**config.mk**
```make
export PLATFORM = sky130hd
export DESIGN_NAME = path_normalizer_flat
export DESIGN_NICKNAME = d
export VERILOG_FILES = /design/src/sv/pn_pkg.sv /design/src/sv/pn_if.sv /design/src/sv/pn_stack.sv /design/src/sv/path_normalizer.sv /design/src/flat_wrapper.sv
export SDC_FILE = /design/constraint.sdc
export NUM_CORES = 1
export LEC_CHECK = 0
export ABC_AREA = 1
export ABC_CLOCK_PERIOD_IN_PS = 7000
export BUFFER_PORTS_ARGS = -buffer_cell sky130_fd_sc_hd__clkbuf_2
export CORE_ASPECT_RATIO = 1.5
export CORE_MARGIN = 2
export CORE_UTILIZATION = 60
export DETAILED_ROUTE_END_ITERATION = 12
export GPL_TIMING_DRIVEN = 0
export PLACE_DENSITY = 0.81
export SYNTH_ARGS = -nofsm -noshare
export SYNTH_HDL_FRONTEND = slang
export SYNTH_SLANG_ARGS = --single-unit
```
**constraint.sdc**
```tcl
create_clock -name clk -period 7 [get_ports clk]
set_input_delay 1.4 -clock clk [delete_from_list [all_inputs] [get_ports clk]]
set_output_delay 1.4 -clock clk [all_outputs]
set_load 0.05 [all_outputs]
```
**src/sv/pn_pkg.sv**
```systemverilog
package pn_pkg;

  // Fixed widths of the item fields and of the internal counters.
  localparam int CHAR_W     = 8;
  localparam int LEN_W      = 7;
  localparam int CLEN_W     = 8;
  localparam int POS_W      = 9;
  localparam int CFG_IDX_W  = 8;
  localparam int CFG_DATA_W = 8;

  localparam logic [CHAR_W-1:0] SLASH = 8'h2F;
  localparam logic [CHAR_W-1:0] DOT   = 8'h2E;

  localparam logic [LEN_W-1:0]  CAP_RESET   = 7'd64;
  localparam logic [CLEN_W-1:0] LIMIT_RESET = 8'd255;

  // Configuration register indexes.
  localparam logic [CFG_IDX_W-1:0] REG_OUT_CAPACITY = 8'd0;
  localparam logic [CFG_IDX_W-1:0] REG_NAME_LIMIT   = 8'd1;

  typedef enum logic [3:0] {
    ST_IDLE,
    ST_DIR,
    ST_FIRST,
    ST_TAKE,
    ST_END,
    ST_CLOSE,
    ST_POP,
    ST_FIN,
    ST_FAIL,
    ST_EMIT
  } state_t;

  // Commands to the component-start stack.
  typedef struct packed {
    logic             clear;
    logic             push;
    logic             pop;
    logic [LEN_W-1:0] wdata;
  } stk_ctl_t;

  // Stack status; top is the entry read by the last pop, registered and valid in the cycle after the pop.
  typedef struct packed {
    logic             empty;
    logic             full;
    logic [LEN_W-1:0] top;
  } stk_stat_t;

endpackage

```
**src/sv/pn_if.sv**
```systemverilog
interface pn_in_if;
  logic                      valid;
  logic                      ready;
  logic [pn_pkg::CHAR_W-1:0] char_in;
  logic                      is_path;
  logic                      no_char;
  logic                      last_in;

  modport source (output valid, output char_in, output is_path, output no_char,
                  output last_in, input ready);
  modport sink   (input valid, input char_in, input is_path, input no_char,
                  input last_in, output ready);
endinterface

interface pn_out_if;
  logic                      valid;
  logic                      ready;
  logic [pn_pkg::CHAR_W-1:0] char_out;
  logic                      failed;
  logic                      last_out;

  modport source (output valid, output char_out, output failed, output last_out,
                  input ready);
  modport sink   (input valid, input char_out, input failed, input last_out,
                  output ready);
endinterface

interface pn_cfg_if;
  logic                          valid;
  logic                          ready;
  logic [pn_pkg::CFG_IDX_W-1:0]  index;
  logic [pn_pkg::CFG_DATA_W-1:0] data;

  modport source (output valid, output index, output data, input ready);
  modport sink   (input valid, input index, input data, output ready);
endinterface

```
**src/sv/pn_stack.sv**
```systemverilog
module pn_stack #(
  parameter int STACK_DEPTH = 32
) (
  input  logic              clk,
  input  logic              rst_n,
  input  pn_pkg::stk_ctl_t  ctl,
  output pn_pkg::stk_stat_t stat
);

  localparam int DW  = $clog2(STACK_DEPTH + 1);
  localparam int SAW = (STACK_DEPTH > 1) ? $clog2(STACK_DEPTH) : 1;

  logic [pn_pkg::LEN_W-1:0] mem [STACK_DEPTH];
  logic [DW-1:0]            depth_r;
  logic [DW-1:0]            depth_nxt;
  logic [DW-1:0]            depth_dec;
  logic [pn_pkg::LEN_W-1:0] top_r;

  assign depth_dec = depth_r - DW'(1);

  always_comb begin
    depth_nxt = depth_r;
    if (ctl.clear) begin
      depth_nxt = '0;
    end else if (ctl.push) begin
      depth_nxt = depth_r + DW'(1);
    end else if (ctl.pop) begin
      depth_nxt = depth_dec;
    end
  end

  always_ff @(posedge clk) begin
    if (!rst_n) begin
      depth_r <= '0;
    end else begin
      depth_r <= depth_nxt;
    end
  end

  always_ff @(posedge clk) begin
    if (ctl.push && !ctl.clear) begin
      mem[depth_r[SAW-1:0]] <= ctl.wdata;
    end
  end

  always_ff @(posedge clk) begin
    if (ctl.pop) begin
      top_r <= mem[depth_dec[SAW-1:0]];
    end
  end

  assign stat.empty = (depth_r == '0);
  assign stat.full  = (depth_r == DW'(STACK_DEPTH));
  assign stat.top   = top_r;

endmodule

```
**src/sv/path_normalizer.sv**
```systemverilog
// Streaming Unix path canonicalizer.
// A run is a stream of byte items on in_ch: first the working directory
// (is_path low), then the requested path (is_path high), whose final item
// carries last_in. Relative paths are resolved on top of the working
// directory, "." is dropped and ".." removes the last component. Limits are
// set through cfg_ch: register 0 is the output capacity, register 1 the
// longest allowed component; the user must write both only while the block
// is idle, and the block does not enforce it. A working directory byte
// passes through DIR, a path byte through FIRST, TAKE and END; a close adds
// CLOSE, plus POP for ".." as the component-start stack is a memory with a
// registered read. The final item emits the normalized string on out_ch,
// one byte per item at one byte per cycle while out_ch.ready is high, with
// last_out on the final byte, or a single item with failed set. in_ch is not
// ready until the whole result has been handed to the output register. The
// output register holds its item while out_ch.ready is low; emission
// pauses and resumes without loss. Reset is synchronous and active low: it
// returns the sequencer to idle, empties the output register and restores
// the register defaults. The stores need no clearing pass after reset.
module path_normalizer #(
  parameter int BUFFER_BYTES = 64,
  parameter int STACK_DEPTH  = 32
) (
  input  logic     clk,
  input  logic     rst_n,
  pn_in_if.sink    in_ch,
  pn_out_if.source out_ch,
  pn_cfg_if.sink   cfg_ch
);

  localparam int AW = $clog2(BUFFER_BYTES);
  localparam logic [pn_pkg::LEN_W-1:0] BUF_L = pn_pkg::LEN_W'(BUFFER_BYTES);

  // Sequencer state and the state to resume after a component close.
  pn_pkg::state_t state_r, state_nxt;
  pn_pkg::state_t ret_r, ret_nxt;
  logic           err_dir_r, err_dir_nxt;

  // Latched input item.
  logic [pn_pkg::CHAR_W-1:0] char_r, char_nxt;
  logic                      noc_r, noc_nxt;
  logic                      last_r, last_nxt;

  // Run state.
  logic [pn_pkg::LEN_W-1:0]  committed_r, committed_nxt;
  logic [pn_pkg::CLEN_W-1:0] comp_len_r, comp_len_nxt;
  logic                      only_dots_r, only_dots_nxt;
  logic                      dir_started_r, dir_started_nxt;
  logic                      dir_failed_r, dir_failed_nxt;
  logic                      path_started_r, path_started_nxt;
  logic                      path_failed_r, path_failed_nxt;

  // Configuration registers.
  logic [pn_pkg::LEN_W-1:0]  cap_r;
  logic [pn_pkg::CLEN_W-1:0] limit_r;

  // Emission.
  logic [pn_pkg::LEN_W-1:0]  idx_r, idx_nxt;
  logic                      rd_pend_r, rd_pend_nxt;
  logic                      rd_root_r, rd_root_nxt;
  logic                      rd_last_r, rd_last_nxt;
  logic                      rd_en;
  logic [pn_pkg::CHAR_W-1:0] rd_data_r;

  // Output register.
  logic                      out_valid_r, out_valid_nxt;
  logic [pn_pkg::CHAR_W-1:0] out_char_r, out_char_nxt;
  logic                      out_failed_r, out_failed_nxt;
  logic                      out_last_r, out_last_nxt;

  // Path store write port.
  logic [pn_pkg::CHAR_W-1:0] path_mem [BUFFER_BYTES];
  logic                      st_we;
  logic [AW-1:0]             st_waddr;
  logic [pn_pkg::CHAR_W-1:0] st_wdata;

  pn_pkg::stk_ctl_t  stk_ctl;
  pn_pkg::stk_stat_t stk_stat;

  // Shared decode.
  logic                      in_acc;
  logic                      sep_w;
  logic [pn_pkg::POS_W-1:0]  pos_w;
  logic [pn_pkg::LEN_W-1:0]  cap_w;
  logic                      cap_low;
  logic                      is_slash;
  logic                      run_ok;
  logic                      take_ok;
  logic                      first_close;
  logic                      cl_skip;
  logic                      cl_dotdot;
  logic                      cl_pop;
  logic                      cl_fail;
  logic                      out_free;
  logic                      emit_issue;
  logic                      emit_done;

  assign in_acc   = in_ch.valid && in_ch.ready;
  assign sep_w    = (committed_r > pn_pkg::LEN_W'(1));
  // Staging position of the next byte; also the length after a commit.
  assign pos_w    = pn_pkg::POS_W'(committed_r) + pn_pkg::POS_W'(sep_w)
                  + pn_pkg::POS_W'(comp_len_r);
  assign cap_w    = (cap_r < BUF_L) ? cap_r : BUF_L;
  assign cap_low  = (cap_w < pn_pkg::LEN_W'(2));
  assign is_slash = (char_r == pn_pkg::SLASH);
  assign run_ok   = !dir_failed_r && !path_failed_r;
  assign take_ok  = !noc_r && run_ok;

  // A relative first path byte closes whatever the working directory left open.
  assign first_close = !path_started_r && dir_started_r && !noc_r && !is_slash && run_ok;

  assign cl_skip   = (comp_len_r == '0) ||
                     (only_dots_r && (comp_len_r == pn_pkg::CLEN_W'(1)));
  assign cl_dotdot = only_dots_r && (comp_len_r == pn_pkg::CLEN_W'(2));
  assign cl_pop    = !cl_skip && cl_dotdot && !stk_stat.empty;
  assign cl_fail   = (comp_len_r > limit_r) || cap_low ||
                     (pos_w >= pn_pkg::POS_W'(cap_w)) || stk_stat.full;

  assign out_free   = !out_valid_r || out_ch.ready;
  assign emit_issue = (idx_r != committed_r) && (!rd_pend_r || out_free);
  assign emit_done  = (idx_r == committed_r) && !rd_pend_r;

  // Next state.
  always_comb begin
    state_nxt   = state_r;
    ret_nxt     = ret_r;
    err_dir_nxt = err_dir_r;
    case (state_r)
      pn_pkg::ST_IDLE: begin
        if (in_acc) begin
          state_nxt = in_ch.is_path ? pn_pkg::ST_FIRST : pn_pkg::ST_DIR;
        end
      end
      pn_pkg::ST_DIR: begin
        state_nxt = pn_pkg::ST_IDLE;
        if (!path_started_r && dir_started_r && take_ok && is_slash) begin
          state_nxt   = pn_pkg::ST_CLOSE;
          ret_nxt     = pn_pkg::ST_IDLE;
          err_dir_nxt = 1'b1;
        end
      end
      pn_pkg::ST_FIRST: begin
        state_nxt = pn_pkg::ST_TAKE;
        if (first_close) begin
          state_nxt   = pn_pkg::ST_CLOSE;
          ret_nxt     = pn_pkg::ST_TAKE;
          err_dir_nxt = 1'b1;
        end
      end
      pn_pkg::ST_TAKE: begin
        state_nxt = pn_pkg::ST_END;
        if (take_ok && is_slash) begin
          state_nxt   = pn_pkg::ST_CLOSE;
          ret_nxt     = pn_pkg::ST_END;
          err_dir_nxt = 1'b0;
        end
      end
      pn_pkg::ST_END: begin
        if (!last_r) begin
          state_nxt = pn_pkg::ST_IDLE;
        end else if (run_ok) begin
          state_nxt   = pn_pkg::ST_CLOSE;
          ret_nxt     = pn_pkg::ST_FIN;
          err_dir_nxt = 1'b0;
        end else begin
          state_nxt = pn_pkg::ST_FIN;
        end
      end
      pn_pkg::ST_CLOSE: begin
        state_nxt = cl_pop ? pn_pkg::ST_POP : ret_r;
      end
      pn_pkg::ST_POP: begin
        state_nxt = ret_r;
      end
      pn_pkg::ST_FIN: begin
        state_nxt = (run_ok && !cap_low) ? pn_pkg::ST_EMIT : pn_pkg::ST_FAIL;
      end
      pn_pkg::ST_FAIL: begin
        if (out_free) begin
          state_nxt = pn_pkg::ST_IDLE;
        end
      end
      pn_pkg::ST_EMIT: begin
        if (emit_done) begin
          state_nxt = pn_pkg::ST_IDLE;
        end
      end
      default: begin
        state_nxt = pn_pkg::ST_IDLE;
      end
    endcase
  end

  // Datapath and outputs.
  always_comb begin
    char_nxt         = char_r;
    noc_nxt          = noc_r;
    last_nxt         = last_r;
    committed_nxt    = committed_r;
    comp_len_nxt     = comp_len_r;
    only_dots_nxt    = only_dots_r;
    dir_started_nxt  = dir_started_r;
    dir_failed_nxt   = dir_failed_r;
    path_started_nxt = path_started_r;
    path_failed_nxt  = path_failed_r;
    idx_nxt          = idx_r;
    rd_pend_nxt      = rd_pend_r;
    rd_root_nxt      = rd_root_r;
    rd_last_nxt      = rd_last_r;
    rd_en            = 1'b0;
    out_valid_nxt    = out_valid_r && !out_ch.ready;
    out_char_nxt     = out_char_r;
    out_failed_nxt   = out_failed_r;
    out_last_nxt     = out_last_r;
    st_we            = 1'b0;
    st_waddr         = pos_w[AW-1:0];
    st_wdata         = char_r;
    stk_ctl          = '0;
    stk_ctl.wdata    = committed_r;

    case (state_r)
      pn_pkg::ST_IDLE: begin
        if (in_acc) begin
          char_nxt = in_ch.char_in;
          noc_nxt  = in_ch.no_char || (in_ch.char_in == '0);
          last_nxt = in_ch.last_in;
        end
      end
      pn_pkg::ST_DIR: begin
        if (!path_started_r) begin
          if (!dir_started_r) begin
            // First byte of a run: start at root and check for a leading slash.
            committed_nxt   = pn_pkg::LEN_W'(1);
            comp_len_nxt    = '0;
            only_dots_nxt   = 1'b1;
            stk_ctl.clear   = 1'b1;
            dir_started_nxt = 1'b1;
            dir_failed_nxt  = 1'b0;
            path_failed_nxt = noc_r || !is_slash;
          end else if (take_ok && !is_slash) begin
            st_we         = (pos_w < pn_pkg::POS_W'(BUFFER_BYTES));
            comp_len_nxt  = (comp_len_r == '1) ? comp_len_r
                                               : comp_len_r + pn_pkg::CLEN_W'(1);
            only_dots_nxt = only_dots_r && (char_r == pn_pkg::DOT);
          end
        end
      end
      pn_pkg::ST_FIRST: begin
        if (!dir_started_r) begin
          // Path without a working directory: the run fails.
          committed_nxt   = pn_pkg::LEN_W'(1);
          comp_len_nxt    = '0;
          only_dots_nxt   = 1'b1;
          stk_ctl.clear   = 1'b1;
          dir_started_nxt = 1'b1;
          dir_failed_nxt  = 1'b0;
          path_failed_nxt = 1'b1;
        end
        if (!path_started_r) begin
          path_started_nxt = 1'b1;
          if (noc_r) begin
            path_failed_nxt = 1'b1;
          end else if (is_slash) begin
            // Absolute path: restart at root and forgive directory errors.
            committed_nxt  = pn_pkg::LEN_W'(1);
            comp_len_nxt   = '0;
            only_dots_nxt  = 1'b1;
            stk_ctl.clear  = 1'b1;
            dir_failed_nxt = 1'b0;
          end
        end
      end
      pn_pkg::ST_TAKE: begin
        if (take_ok && !is_slash) begin
          st_we         = (pos_w < pn_pkg::POS_W'(BUFFER_BYTES));
          comp_len_nxt  = (comp_len_r == '1) ? comp_len_r
                                             : comp_len_r + pn_pkg::CLEN_W'(1);
          only_dots_nxt = only_dots_r && (char_r == pn_pkg::DOT);
        end
      end
      pn_pkg::ST_CLOSE: begin
        comp_len_nxt  = '0;
        only_dots_nxt = 1'b1;
        if (cl_skip) begin
          // Empty or "." component: nothing to do.
        end else if (cl_dotdot) begin
          stk_ctl.pop = !stk_stat.empty;
        end else if (cl_fail) begin
          if (err_dir_r) begin
            dir_failed_nxt = 1'b1;
          end else begin
            path_failed_nxt = 1'b1;
          end
        end else begin
          // Commit the staged component behind a separator.
          stk_ctl.push  = 1'b1;
          st_we         = sep_w;
          st_waddr      = committed_r[AW-1:0];
          st_wdata      = pn_pkg::SLASH;
          committed_nxt = pos_w[pn_pkg::LEN_W-1:0];
        end
      end
      pn_pkg::ST_POP: begin
        committed_nxt = stk_stat.top;
      end
      pn_pkg::ST_FIN: begin
        if (cap_low) begin
          path_failed_nxt = 1'b1;
        end
        dir_started_nxt  = 1'b0;
        path_started_nxt = 1'b0;
        idx_nxt          = '0;
        rd_pend_nxt      = 1'b0;
      end
      pn_pkg::ST_FAIL: begin
        if (out_free) begin
          out_valid_nxt  = 1'b1;
          out_char_nxt   = '0;
          out_failed_nxt = 1'b1;
          out_last_nxt   = 1'b1;
        end
      end
      pn_pkg::ST_EMIT: begin
        if (rd_pend_r && out_free) begin
          out_valid_nxt  = 1'b1;
          out_char_nxt   = rd_root_r ? pn_pkg::SLASH : rd_data_r;
          out_failed_nxt = 1'b0;
          out_last_nxt   = rd_last_r;
        end
        if (emit_issue) begin
          rd_en       = 1'b1;
          idx_nxt     = idx_r + pn_pkg::LEN_W'(1);
          rd_root_nxt = (idx_r == '0);
          rd_last_nxt = ((idx_r + pn_pkg::LEN_W'(1)) == committed_r);
        end
        rd_pend_nxt = emit_issue || (rd_pend_r && !out_free);
      end
      default: begin
      end
    endcase
  end

  always_ff @(posedge clk) begin
    if (!rst_n) begin
      state_r        <= pn_pkg::ST_IDLE;
      committed_r    <= pn_pkg::LEN_W'(1);
      comp_len_r     <= '0;
      only_dots_r    <= 1'b1;
      dir_started_r  <= 1'b0;
      dir_failed_r   <= 1'b0;
      path_started_r <= 1'b0;
      path_failed_r  <= 1'b0;
      rd_pend_r      <= 1'b0;
      out_valid_r    <= 1'b0;
    end else begin
      state_r        <= state_nxt;
      committed_r    <= committed_nxt;
      comp_len_r     <= comp_len_nxt;
      only_dots_r    <= only_dots_nxt;
      dir_started_r  <= dir_started_nxt;
      dir_failed_r   <= dir_failed_nxt;
      path_started_r <= path_started_nxt;
      path_failed_r  <= path_failed_nxt;
      rd_pend_r      <= rd_pend_nxt;
      out_valid_r    <= out_valid_nxt;
    end
  end

  always_ff @(posedge clk) begin
    ret_r        <= ret_nxt;
    err_dir_r    <= err_dir_nxt;
    char_r       <= char_nxt;
    noc_r        <= noc_nxt;
    last_r       <= last_nxt;
    idx_r        <= idx_nxt;
    rd_root_r    <= rd_root_nxt;
    rd_last_r    <= rd_last_nxt;
    out_char_r   <= out_char_nxt;
    out_failed_r <= out_failed_nxt;
    out_last_r   <= out_last_nxt;
  end

  // Configuration registers; unknown indexes are dropped.
  always_ff @(posedge clk) begin
    if (!rst_n) begin
      cap_r   <= pn_pkg::CAP_RESET;
      limit_r <= pn_pkg::LIMIT_RESET;
    end else if (cfg_ch.valid && cfg_ch.ready) begin
      case (cfg_ch.index)
        pn_pkg::REG_OUT_CAPACITY: cap_r   <= cfg_ch.data[pn_pkg::LEN_W-1:0];
        pn_pkg::REG_NAME_LIMIT:   limit_r <= cfg_ch.data[pn_pkg::CLEN_W-1:0];
        default: begin
        end
      endcase
    end
  end

  // Path store. Entry zero is never written; the root slash is emitted in its place.
  always_ff @(posedge clk) begin
    if (st_we) begin
      path_mem[st_waddr] <= st_wdata;
    end
  end

  always_ff @(posedge clk) begin
    if (rd_en) begin
      rd_data_r <= path_mem[idx_r[AW-1:0]];
    end
  end

  pn_stack #(
    .STACK_DEPTH(STACK_DEPTH)
  ) u_stack (
    .clk  (clk),
    .rst_n(rst_n),
    .ctl  (stk_ctl),
    .stat (stk_stat)
  );

  assign in_ch.ready     = (state_r == pn_pkg::ST_IDLE);
  assign cfg_ch.ready    = 1'b1;
  assign out_ch.valid    = out_valid_r;
  assign out_ch.char_out = out_char_r;
  assign out_ch.failed   = out_failed_r;
  assign out_ch.last_out = out_last_r;

  // The committed length always covers the root and stays inside the store.
  a_committed_range: assert property (@(posedge clk) disable iff (!rst_n)
    (committed_r != '0) && (committed_r < BUF_L))
    else $error("committed length out of range");

  // A pending store read only exists while emitting.
  a_read_in_emit: assert property (@(posedge clk) disable iff (!rst_n)
    rd_pend_r |-> (state_r == pn_pkg::ST_EMIT))
    else $error("store read pending outside emission");

  // A failure result is a single zero byte that ends the run.
  a_fail_item: assert property (@(posedge clk) disable iff (!rst_n)
    (out_valid_r && out_failed_r) |-> (out_last_r && (out_char_r == '0)))
    else $error("malformed failure item");

  // Emission never runs past the committed length.
  a_emit_bound: assert property (@(posedge clk) disable iff (!rst_n)
    (state_r == pn_pkg::ST_EMIT) |-> (idx_r <= committed_r))
    else $error("emission index past committed length");

  // The path phase of a run never begins without a working directory phase.
  a_phase_order: assert property (@(posedge clk) disable iff (!rst_n)
    path_started_r |-> dir_started_r)
    else $error("path started without a run");

endmodule
```
**src/flat_wrapper.sv**
```systemverilog
// flat-port wrapper written by rule: the top's interface ports become plain ports
module path_normalizer_flat 
#(
  parameter int BUFFER_BYTES = 64,
  parameter int STACK_DEPTH  = 32
)
  (clk, rst_n, in_ch_valid, in_ch_char_in, in_ch_is_path, in_ch_no_char, in_ch_last_in, in_ch_ready, out_ch_valid, out_ch_char_out, out_ch_failed, out_ch_last_out, out_ch_ready, cfg_ch_valid, cfg_ch_index, cfg_ch_data, cfg_ch_ready);
  pn_in_if in_ch_i ();
  pn_out_if out_ch_i ();
  pn_cfg_if cfg_ch_i ();
  input  logic clk;
  input  logic rst_n;
  input wire logic [$bits(in_ch_i.valid)-1:0] in_ch_valid;
  input wire logic [$bits(in_ch_i.char_in)-1:0] in_ch_char_in;
  input wire logic [$bits(in_ch_i.is_path)-1:0] in_ch_is_path;
  input wire logic [$bits(in_ch_i.no_char)-1:0] in_ch_no_char;
  input wire logic [$bits(in_ch_i.last_in)-1:0] in_ch_last_in;
  output wire logic [$bits(in_ch_i.ready)-1:0] in_ch_ready;
  output wire logic [$bits(out_ch_i.valid)-1:0] out_ch_valid;
  output wire logic [$bits(out_ch_i.char_out)-1:0] out_ch_char_out;
  output wire logic [$bits(out_ch_i.failed)-1:0] out_ch_failed;
  output wire logic [$bits(out_ch_i.last_out)-1:0] out_ch_last_out;
  input wire logic [$bits(out_ch_i.ready)-1:0] out_ch_ready;
  input wire logic [$bits(cfg_ch_i.valid)-1:0] cfg_ch_valid;
  input wire logic [$bits(cfg_ch_i.index)-1:0] cfg_ch_index;
  input wire logic [$bits(cfg_ch_i.data)-1:0] cfg_ch_data;
  output wire logic [$bits(cfg_ch_i.ready)-1:0] cfg_ch_ready;
  assign in_ch_i.valid = in_ch_valid;
  assign in_ch_i.char_in = in_ch_char_in;
  assign in_ch_i.is_path = in_ch_is_path;
  assign in_ch_i.no_char = in_ch_no_char;
  assign in_ch_i.last_in = in_ch_last_in;
  assign in_ch_ready = in_ch_i.ready;
  assign out_ch_valid = out_ch_i.valid;
  assign out_ch_char_out = out_ch_i.char_out;
  assign out_ch_failed = out_ch_i.failed;
  assign out_ch_last_out = out_ch_i.last_out;
  assign out_ch_i.ready = out_ch_ready;
  assign cfg_ch_i.valid = cfg_ch_valid;
  assign cfg_ch_i.index = cfg_ch_index;
  assign cfg_ch_i.data = cfg_ch_data;
  assign cfg_ch_ready = cfg_ch_i.ready;
  path_normalizer #(.BUFFER_BYTES(BUFFER_BYTES), .STACK_DEPTH(STACK_DEPTH)) u_core (.clk(clk), .rst_n(rst_n), .in_ch(in_ch_i), .out_ch(out_ch_i), .cfg_ch(cfg_ch_i));
endmodule
```
==> flow_metrics.tcl <==
set metrics [dict create \
    status "finished, final reports clean" \
    synth_top_family_by_area "simple AND/OR/NAND/NOR gates" \
    row_count 108 \
    clkTransAtPathRegs_ps 60 \
    ff2ff_setup_slack_ps 270 \
    period_minus_slack_ps 6726 \
    clk_latency_ps 650 \
    placed_area_um2 36250 \
    syn-num-nets 3002 \
    p_seq_share_pct 54.2 \
    layout-drive-gt1-share_pct 8.657 \
    grt_pass1_vias 25254 \
    numCtsBuffers 74 \
    grt_util_met3_pct 7.632 \
    synth_xor_area_share_pct 0.6512 \
    syn_avg_cell_area_um2 11.92 \
    p_total_mw 10.26 \
    synthAdderAreaFrac_pct 1.345 \
    rsz0062_at_grt "yes" \
    clock_skew_ps 39.77 \
    start_util_pct 60.61 \
    port-buffer-count 41 \
    synthArstFlopShare_pct 0 \
    slowest_stage "nor2_2" \
    drc 0 \
    antenna_left 0 \
    dieArea_um2 60270 \
    die_x_um 201.1 \
    synth-edff-count 783 \
    hold_viol_final 0 \
    cellPowerDensity_nw_per_um2 264.1 \
    p_sw_share_pct 22.94 \
    grt_pass1_wl_mm 162.5 \
    syn_inst 2933 \
    worstMarginPinSlew_ps 1426 \
    wl_mm 113.4 \
    synth_area_um2 34970 \
    final_area_um2 38860 \
    cts_sinks 830 \
    met1_usage_pct 39.09 \
    io_pins 45 \
    cts_max_level 3 \
    setup-violations-final 0 \
    gp_congestion 1.069 \
    vias 25865 \
    critical_path.max_fanout 33 \
    synth_simple_gate_area_share_pct 12.09 \
    p_sw_mw 2.354 \
    cp.arrival_ps 6980 \
    synth.area.mux_share_pct 0.6297 \
    internal_power_mw 7.907 \
    hold_ws_ps 473.7 \
    via_per_inst 6.642 \
    min_path_cells 2 \
    dp_hpwl_mm 78.51 \
    fp.coreArea_um2 57700 \
    yosysSeqAreaShare_pct 69.92 \
    grt.total_usage_pct 37.61 \
    grt_max_degree 65 \
    yosys.cell_types.count 56 \
    synth_compound_area_share_pct 12.02 \
    first_pass_iters 6 \
    finalCritPeriodShare_pct 96.08 \
    fill_cells 4138 \
    critPathLaunchType "register" \
    ys_warn_count 0 \
    critPathCaptureType "register" \
    critical_path_class "reg2reg" \
    max_stage_delay_ps 760 \
    die_y_um 299.7 \
    hp-class "reg2reg" \
    worstPathRequired_ps 7250 \
    synth_seq_cells 830 \
    synthToLayoutAreaGrowth_pct 11.12 \
    grt_antenna_before_repair 9 \
    clock-root-buffer "clkbuf_16" \
    ys.flop_type "edfxtp_1" \
    wire_per_inst_um 29.12 \
    cts_tree "yes" \
    ir_drop_v 0.0002671 \
    leakagePower_nw 13.07 \
    slew_violations 0 \
    clockBufferDepth 3 \
    max_freq_mhz 148.7 \
    ff2ff_path_depth 28 \
    maxSlewHeadroom_pct 4.939 \
    post-route-util_pct 67.35 \
    clkPwrFrac_pct 39.7 \
    gr-max-usage-layer "met2" \
    grt_use_met2_pct 63.62 \
    drt_iter0_markers 3772 \
    maxCapViolCount 0 \
    final_nets 3127 \
    grt_overflow 0 \
    power_frac_comb_pct 6.0 \
]
## Yosys cell counts (all sizes together), types with 5 or more instances
cell type / count / area [um2]
clkbuf: 145 / 544.3
nor3: 10 / 50.05
o22ai: 78 / 488.0
or2: 6 / 37.54
xnor2: 8 / 70.07
a31oi: 18 / 112.6
a21oi: 59 / 299.0
nor2: 614 / 2340
o21ai: 367 / 1867
o32ai: 34 / 297.8
nand2: 246 / 935.9
mux2i: 22 / 220.2
inv: 136 / 510.5
ha: 36 / 450.4
o221ai: 72 / 630.6
o211ai: 43 / 322.8
nand3: 102 / 555.5
dfxtp: 47 / 940.9
buf: 20 / 103.8
xor2: 18 / 157.7
nand4: 34 / 240.2
edfxtp: 783 / 23510
nor4: 5 / 37.53
## through the flow
step	setup slack, ps	setup TNS (ps)	std cells
global route	-93.60	-2591	3892
global placement	-1066	-548830	3744
CTS	-48.21	-548.0	3886
finish	274.5	0	3894
floorplan	1770	0	2933
detailed placement	-496.8	-141030	3749
## worst max-delay path: cells and delay by family (launching register included)
family	cells	cell delay (ps)
adders and majority gates	3	890
buffers and inverters	5	790
xor gates and xnor gates	2	670
and+or+nand+nor	16	3090
DFF	1	630
AOI/OAI and AO/OA	2	250
## path summary, 6_finish.rpt
check	end	start
max reg2reg	u_core.path_mem[43][6]	u_core.committed_r[2]
max	u_core.path_mem[43][6]	u_core.committed_r[2]
min reg2reg	u_core.limit_r[1]	u_core.limit_r[1]
min	u_core.limit_r[1]	u_core.limit_r[1]
## per-layer routing
layer	wire, um	vias to the layer above	share of wire, %
met5	9	-	0.0079
met4	12720	2	11
met3	11200	598	9.9
met2	55580	1957	49
met1	33880	12328	30
li1	-	10980	-
## layout make-up
cell class / instances / area (um2) / area share [%]
diodes: 5 / 12.51 / 0.03220
plain buffers: 165 / 648.1 / 1.668
clock buffers: 95 / 2016 / 5.187
clock inverters: 42 / 384.1 / 0.9885
inverters: 138 / 518.0 / 1.333
multi-input cells: 1800 / 9503 / 24.45
flip-flops and latches: 830 / 24470 / 62.97
well taps: 770 / 963.4 / 2.479
repair buffers: 49 / 345.3 / 0.8887
## kinds of logic after synthesis
logic type,after synthesis
buf+inv,303
flops,830
simple gates,1021
mux,22
xor+xnor,26
compound gates,693
other cells,1
fa+ha+maj,37
## placed cells by master, fill, tap and decap left out, drive strengths merged, types with 6 or more instances in the layout
master      n
nor2      614
or2         6
clkbuf    282
ha         36
o32ai      34
clkinv     28
xnor2       8
clkinvlp    7
nand2     246
o21ai     367
mux2i      22
inv       140
buf        27
o221ai     72
nor3       10
nand3     102
xor2       18
a21oi      59
dfxtp      47
edfxtp    783
o211ai     43
a31oi      18
nand4      34
o22ai      78
## flip-flops by register name (all words and copies together), names as in the netlist, 2 cells and up
register	flops
u_core.path_mem	512
u_core.char_r	8
u_core.committed_r	7
u_core.out_ch.char_out	8
u_core.u_stack.top_r	7
u_core.u_stack.depth_r	6
u_core.limit_r	8
u_core.state_r	4
u_core.cap_r	7
u_core.u_stack.mem	224
u_core.ret_r	2
u_core.idx_r	7
u_core.rd_data_r	8
u_core.comp_len_r	8
## timing repair
item                                    4_1_cts  5_1_grt
setup buffers                                 0        0
endpoints found under the setup margin      712      662
gates resized for setup                      12       42
hold buffers                                  0        0
## power groups by stage
stage          Combinational (mW)  Clock, mW  Sequential [mW]
3_5_place_dp                0.590          0             5.67
4_1_cts                     0.593       4.06             5.57
5_1_grt                     0.649       4.25             5.57
6_report                    0.619       4.08             5.57
2_1_floorplan               0.322          0             5.68
3_3_place_gp                0.553          0             5.69
No activity file was read; power rests on OpenSTA's default activity.
